<file path="src/design/rmag_pkg.sv">
// ---------------------------------------------------------------------------
// rmag_pkg: shared types and constants of the row-major address generator
// Item and result structs, item kind codes, controller-to-datapath command
// and status structs, and the parameter defaults.
// ---------------------------------------------------------------------------
package rmag_pkg;

   localparam int NUM_ARRAYS_DEFAULT = 8;
   localparam int MAX_DIMS_DEFAULT   = 8;

   // width of dimension counts inside the block: holds a count up to 31
   localparam int CNT_W = 5;

   localparam logic [1:0] KIND_HEADER = 2'd0;
   localparam logic [1:0] KIND_BOUNDS = 2'd1;
   localparam logic [1:0] KIND_INDEX  = 2'd2;

   typedef struct packed {
      logic [1:0]         kind;
      logic [2:0]         array_id;
      logic [2:0]         dim_index;
      logic signed [31:0] base;
      logic [30:0]        elem_size;
      logic [3:0]         dim_count;
      logic signed [31:0] lower;
      logic signed [31:0] upper;
      logic signed [31:0] index;
   } rmag_req_type;

   typedef struct packed {
      logic [2:0]         array_id_res;
      logic signed [63:0] address;
   } rmag_rsp_type;

   // step of the shared 32x32 multiplier sequence
   typedef enum logic [2:0] {
      MUL_IDLE,
      MUL_LL,
      MUL_LH,
      MUL_HL,
      MUL_FINISH
   } rmag_mul_type;

   typedef struct packed {
      logic         capture;
      logic         hdr_read;
      logic         dim_read;
      rmag_mul_type mul_step;
      logic         scale;
      logic         accumulate;
      logic         emit;
   } rmag_cmd_type;

   typedef struct packed {
      logic index_item;
      logic last;
   } rmag_stat_type;

endpackage

</file>
<file path="src/design/rmag_controller.sv">
// ---------------------------------------------------------------------------
// rmag_controller: sequencer of the row-major address generator
// Steps an index component through header read, bounds read and the four
// multiplier steps of the horner update, then the four steps of the final
// scaling when the component closes the access.
// ---------------------------------------------------------------------------
module rmag_controller
   import rmag_pkg::*;
(
   input  logic          clock,
   input  logic          reset,
   input  logic          start,
   output logic          busy,
   input  rmag_stat_type stat,
   output rmag_cmd_type  cmd
);

   typedef enum logic [3:0] {
      ST_IDLE,
      ST_HDR,
      ST_DIM,
      ST_H0,
      ST_H1,
      ST_H2,
      ST_H3,
      ST_S0,
      ST_S1,
      ST_S2,
      ST_S3
   } state_type;

   state_type state_ff;
   logic      accept;

   assign busy   = (state_ff != ST_IDLE);
   assign accept = start && !busy;

   always_ff @(posedge clock) begin
      if (reset) begin
         state_ff <= ST_IDLE;
      end else begin
         unique case (state_ff)
            ST_IDLE: begin
               if (accept && stat.index_item) begin
                  state_ff <= ST_HDR;
               end
            end
            ST_HDR: state_ff <= ST_DIM;
            ST_DIM: state_ff <= ST_H0;
            ST_H0:  state_ff <= ST_H1;
            ST_H1:  state_ff <= ST_H2;
            ST_H2:  state_ff <= ST_H3;
            ST_H3:  state_ff <= stat.last ? ST_S0 : ST_IDLE;
            ST_S0:  state_ff <= ST_S1;
            ST_S1:  state_ff <= ST_S2;
            ST_S2:  state_ff <= ST_S3;
            ST_S3:  state_ff <= ST_IDLE;
            default: state_ff <= ST_IDLE;
         endcase
      end
   end

   always_comb begin
      cmd            = '0;
      cmd.mul_step   = MUL_IDLE;
      cmd.capture    = accept;
      cmd.hdr_read   = (state_ff == ST_HDR);
      cmd.dim_read   = (state_ff == ST_DIM);
      cmd.scale      = (state_ff == ST_S0) || (state_ff == ST_S1)
                    || (state_ff == ST_S2) || (state_ff == ST_S3);
      cmd.accumulate = (state_ff == ST_H3);
      cmd.emit       = (state_ff == ST_S3);
      unique case (state_ff)
         ST_H0, ST_S0: cmd.mul_step = MUL_LL;
         ST_H1, ST_S1: cmd.mul_step = MUL_LH;
         ST_H2, ST_S2: cmd.mul_step = MUL_HL;
         ST_H3, ST_S3: cmd.mul_step = MUL_FINISH;
         default:      cmd.mul_step = MUL_IDLE;
      endcase
   end

endmodule

</file>
<file path="config.mk">
export PLATFORM = sky130hd
export DESIGN_NAME = rmag_controller
export DESIGN_NICKNAME = d
export VERILOG_FILES = /design/src/design/rmag_pkg.sv /design/src/design/rmag_controller.sv
export SDC_FILE = /design/constraint.sdc
export NUM_CORES = 1
export LEC_CHECK = 0
export BUFFER_PORTS_ARGS = -buffer_cell sky130_fd_sc_hd__buf_2
export CAP_MARGIN = 20
export CELL_PAD_IN_SITES_DETAIL_PLACEMENT = 1
export CELL_PAD_IN_SITES_GLOBAL_PLACEMENT = 1
export CORE_AREA = 2 2 39 41
export DETAILED_ROUTE_END_ITERATION = 6
export DIE_AREA = 0 0 41 43
export HOLD_SLACK_MARGIN = 0.02
export PLACE_DENSITY = 0.76
export RECOVER_POWER = 100
export SLEW_MARGIN = 20
export SYNTH_ARGS = -nofsm -noshare
export SYNTH_HDL_FRONTEND = slang
export SYNTH_SLANG_ARGS = --single-unit
</file>
<file path="constraint.sdc">
create_clock -name clock -period 2.25 [get_ports clock]
set_clock_uncertainty 0.05 [all_clocks]
set_input_delay 0.225 -clock clock [delete_from_list [all_inputs] [get_ports clock]]
set_output_delay 0.225 -clock clock [all_outputs]
set_load 0.005 [all_outputs]
</file>
==> impl_results.html <==
<table>
<tr><th>Metric</th><th>Value</th></tr>
<tr><th colspan="2">Route</th></tr>
<tr><td>Total Wirelength</td><td>~1 mm</td></tr>
<tr><td>Number of remaining DRC errors</td><td>0</td></tr>
<tr><td>Average wire length per cell after detail routing</td><td>between 10 and 15 um</td></tr>
<tr><td>Vias/cell</td><td>roughly 4.9</td></tr>
<tr><td>Number of optimization iterations in the first detailed-route pass</td><td>3</td></tr>
<tr><td>First-iteration detailed-routing DRC count</td><td>2</td></tr>
<tr><td>Routed vias</td><td>407</td></tr>
<tr><td>Number of nets with antenna violations after detailed routing</td><td>0</td></tr>
<tr><th colspan="2">Timing</th></tr>
<tr><td>Slew at the pin closest to its max-slew limit</td><td>421.9 ps</td></tr>
<tr><td>Setup violations, final</td><td>0</td></tr>
<tr><td>Setup Total Neg Slack</td><td>0 ps</td></tr>
<tr><td>Maximum clock rate</td><td>between 0.5 and 0.6 GHz</td></tr>
<tr><td>Number of hold violations in the final report</td><td>0</td></tr>
<tr><td>Final Max Slew Viols</td><td>0</td></tr>
<tr><td>Post-route clock period utilization</td><td>0.7990</td></tr>
<tr><td>Post-route worst hold slack</td><td>roughly 190 ps</td></tr>
<tr><td>Fin crit period</td><td>between 1500 and 2000 ps</td></tr>
<tr><td>Worst max-slew margin expressed relative to the limit</td><td>0.7184</td></tr>
<tr><td>Setup repair after global routing missed its margin</td><td>false</td></tr>
<tr><th colspan="2">Setup path</th></tr>
<tr><td>Buffers plus inverters on the worst setup path</td><td>1</td></tr>
<tr><td>Sort of element at the end of the critical path</td><td>primary output</td></tr>
<tr><td>Series of cell instances along the critical path</td><td>or4_1 -&gt; nor2_1 -&gt; clkbuf_1</td></tr>
<tr><td>Required time of the critical path</td><td>roughly 2000 ps</td></tr>
<tr><td>Critical path startpoint category</td><td>flop</td></tr>
<tr><td>Arrival @ worst endpoint</td><td>~1500 ps</td></tr>
<tr><td>Crit-path leading delay family</td><td>simple AND/OR/NAND/NOR gates</td></tr>
<tr><td>CP max FO</td><td>14</td></tr>
<tr><td>Critical Path Max Stage Delay</td><td>between 600 and 700 ps</td></tr>
<tr><td>Path type of the worst setup path</td><td>flop to primary output</td></tr>
<tr><td>Highest-delay cell along the critical path</td><td>sky130_fd_sc_hd__or4_1</td></tr>
<tr><th colspan="2">Die</th></tr>
<tr><td>Initial standard-cell utilization of the core</td><td>0.2920</td></tr>
<tr><td>Core Rows</td><td>14</td></tr>
<tr><td>Die Y</td><td>about 43 um</td></tr>
<tr><td>Die footprint</td><td>about 0.0018 mm2</td></tr>
<tr><td>Die X-Extent</td><td>41 um</td></tr>
<tr><td>Core Footprint</td><td>0.001384 mm2</td></tr>
<tr><td>Ports</td><td>15</td></tr>
<tr><th colspan="2">Clocking</th></tr>
<tr><td>Max H-tree Level</td><td>1</td></tr>
<tr><td>Clk_lat worst skew</td><td>between 200 and 300 ps</td></tr>
<tr><td>Max Buffers Root-to-Sink</td><td>2</td></tr>
<tr><td>CTS tree</td><td>yes</td></tr>
<tr><td>Hold-fix buffer count after cts</td><td>0</td></tr>
<tr><td>Number of clock buffers inserted by TritonCTS</td><td>3</td></tr>
<tr><td>Clock slew at the register clock pins of the worst setup and hold paths</td><td>around 60 ps</td></tr>
<tr><td>Post-cts resize count</td><td>0</td></tr>
<tr><td>Num Clock Sinks</td><td>7</td></tr>
<tr><td>Post-CTS setup buffer count</td><td>0</td></tr>
<tr><td>Master cell of the clock root buffer</td><td>sky130_fd_sc_hd__clkbuf_4</td></tr>
<tr><th colspan="2">Layout</th></tr>
<tr><td>Post-route standard cell area excluding fillers</td><td>roughly 470 um2</td></tr>
<tr><td>Ant diodes</td><td>0</td></tr>
<tr><td>Layout cells sized above 1</td><td>0.1343</td></tr>
<tr><td>Layout Area Growth over Synthesis</td><td>17.34%</td></tr>
<tr><td>Nets@finish</td><td>73</td></tr>
<tr><th colspan="2">Power and ir drop</th></tr>
<tr><td>Total power density per cell area</td><td>604.0 mW/mm2</td></tr>
<tr><td>Total leakage power</td><td>~0.00018 uW</td></tr>
<tr><td>Design Power</td><td>between 200 and 300 uW</td></tr>
<tr><td>VDD IR max</td><td>around 190 uV</td></tr>
<tr><th colspan="2">Placed design</th></tr>
<tr><td>Weighted congestion at the end of routability-driven global placement</td><td>0.7297</td></tr>
<tr><td>Buffers on Ports</td><td>14</td></tr>
<tr><td>Post-place instance area</td><td>~470 um2</td></tr>
<tr><td>HPWL reported at the end of detailed placement</td><td>756.8 um</td></tr>
<tr><th colspan="2">GRT</th></tr>
<tr><td>Sum of overflow across all layers after global routing</td><td>0</td></tr>
<tr><td>Initial antenna violation count</td><td>0</td></tr>
<tr><td>Total global-route track usage</td><td>0.1406</td></tr>
<tr><td>First-pass GRT wire length</td><td>~1.6 mm</td></tr>
<tr><td>Via count of the first global-routing pass</td><td>353</td></tr>
<tr><td>Pin count of the biggest net entering global routing</td><td>15</td></tr>
<tr><th colspan="2">Synthesis</th></tr>
<tr><td>Commonest register cell after synthesis</td><td>sky130_fd_sc_hd__dfxtp_1</td></tr>
<tr><td>Register bit total from synthesis</td><td>7</td></tr>
<tr><td>Top post-synthesis cells by count</td><td>sky130_fd_sc_hd__dfxtp_1, sky130_fd_sc_hd__nor2_1, sky130_fd_sc_hd__nand2_1, sky130_fd_sc_hd__nor2b_1, sky130_fd_sc_hd__nand2b_1</td></tr>
<tr><td>Number of instances in the synthesized netlist</td><td>53</td></tr>
<tr><td>Post-Syn Area per Cell</td><td>~7.6 um2</td></tr>
<tr><td>Post-Synthesis Cell Area</td><td>about 400 um2</td></tr>
<tr><td>FFs w/ async S/R, synth</td><td>0</td></tr>
<tr><td>Yosys warning total</td><td>0</td></tr>
<tr><td>Fraction of the yosys area taken by sequential cells</td><td>0.3467</td></tr>
<tr><td>Post-synth cell types</td><td>20</td></tr>
<tr><td>Biggest area contributors in the synthesized netlist</td><td>sky130_fd_sc_hd__dfxtp_1, sky130_fd_sc_hd__nor2b_1, sky130_fd_sc_hd__nor2_1</td></tr>
<tr><td>Post-Syn Nets</td><td>slightly below 60</td></tr>
<tr><td>EDFF count, synth</td><td>0</td></tr>
<tr><td>Post-synth top area cell</td><td>sky130_fd_sc_hd__dfxtp_1</td></tr>
<tr><td>Fraction of post-synthesis cell area in the top cell type by area</td><td>0.3467</td></tr>
<tr><th colspan="2">Min path</th></tr>
<tr><td>Type of the worst min-delay path</td><td>input port to flop</td></tr>
<tr><th colspan="2">Status</th></tr>
<tr><td>Status</td><td>finished clean</td></tr>
<tr><th colspan="2">Flow run</th></tr>
<tr><td>Number of maximum-capacitance violations</td><td>0</td></tr>
</table>
cell usage in the layout, fill, tap and decap left out:
cell type and n:
sky130_fd_sc_hd__inv_1 2, sky130_fd_sc_hd__nor4_1 3, sky130_fd_sc_hd__xor2_1 1, sky130_fd_sc_hd__dfxtp_1 7, sky130_fd_sc_hd__clkbuf_1 9, sky130_fd_sc_hd__clkbuf_4 3
sky130_fd_sc_hd__and2_0 1, sky130_fd_sc_hd__clkbuf_2 2, sky130_fd_sc_hd__o31a_1 1, sky130_fd_sc_hd__nor3_1 3, sky130_fd_sc_hd__nand2_1 5, sky130_fd_sc_hd__or4_1 1
sky130_fd_sc_hd__buf_2 4, sky130_fd_sc_hd__nor4b_1 1, sky130_fd_sc_hd__o21ai_0 2, sky130_fd_sc_hd__nor2_1 7, sky130_fd_sc_hd__o21a_1 2, sky130_fd_sc_hd__nand2b_1 4
sky130_fd_sc_hd__nor2b_1 5, sky130_fd_sc_hd__a21oi_1 4
path summary, 6_finish.rpt:
check / start / endpoint / cells after the start / slack, ps
setup / recovery: state_ff[3] / cmd[8] / 3 / 450
hold / removal: reset / state_ff[3] / 2 / 190
setup reg to reg: state_ff[3] / state_ff[0] / 3 / 770
hold reg to reg: state_ff[0] / cmd[5] / 2 / 560
registers in the layout (all words and copies together), names as in the netlist:
| register | cells |
|---|---|
| state_ff | 4 |
| cmd | 3 |
kinds of logic after synthesis:
kind of cell           Yosys count  share of synthesized area
AO/OA/AOI/OAI                    9                     0.1424
XOR/XNOR                         1                    0.02168
flip-flops                       7                     0.3467
buffers and inverters            6                    0.08980
AND/OR/NAND/NOR                 30                     0.3994
cell type report:
| cell class | instances | area (um2) |
|---|---|---|
| Fill cell | 181 | 909.6 |
| Multi-Input combinational cell | 40 | 220.2 |
| Tap cell | 16 | 20.02 |
| Inverter | 2 | 7.507 |
| Sequential cell | 7 | 140.1 |
| Clock buffer | 4 | 26.28 |
| Timing Repair Buffer | 14 | 60.06 |
per-layer routing:
layer  routed length (um)  global-route usage
met1                  468              0.1511
met2                  466              0.1969
met3                   63             0.06283
met4                   10              0.1200
met5                    0                   0
metrics by stage:
stage	cells	util	worst slack, ps
2_1_floorplan	53	-	929.0
3_3_place_gp	79	0.3363	800.6
3_5_place_dp	79	0.3363	761.4
4_1_cts	83	0.3553	481.6
5_1_grt	83	0.3427	337.7
6_report	83	0.3427	452.4
power by group:
group	internal [uW]	leakage [uW]	switching, uW	total (uW)
registers	128	0.0000567	6.12	134
clock network	67.8	0.0000150	47.7	116
logic	16.2	0.000109	20.8	36.9
total	212	0.000181	74.6	286
No activity file was read; power rests on OpenSTA's default activity.
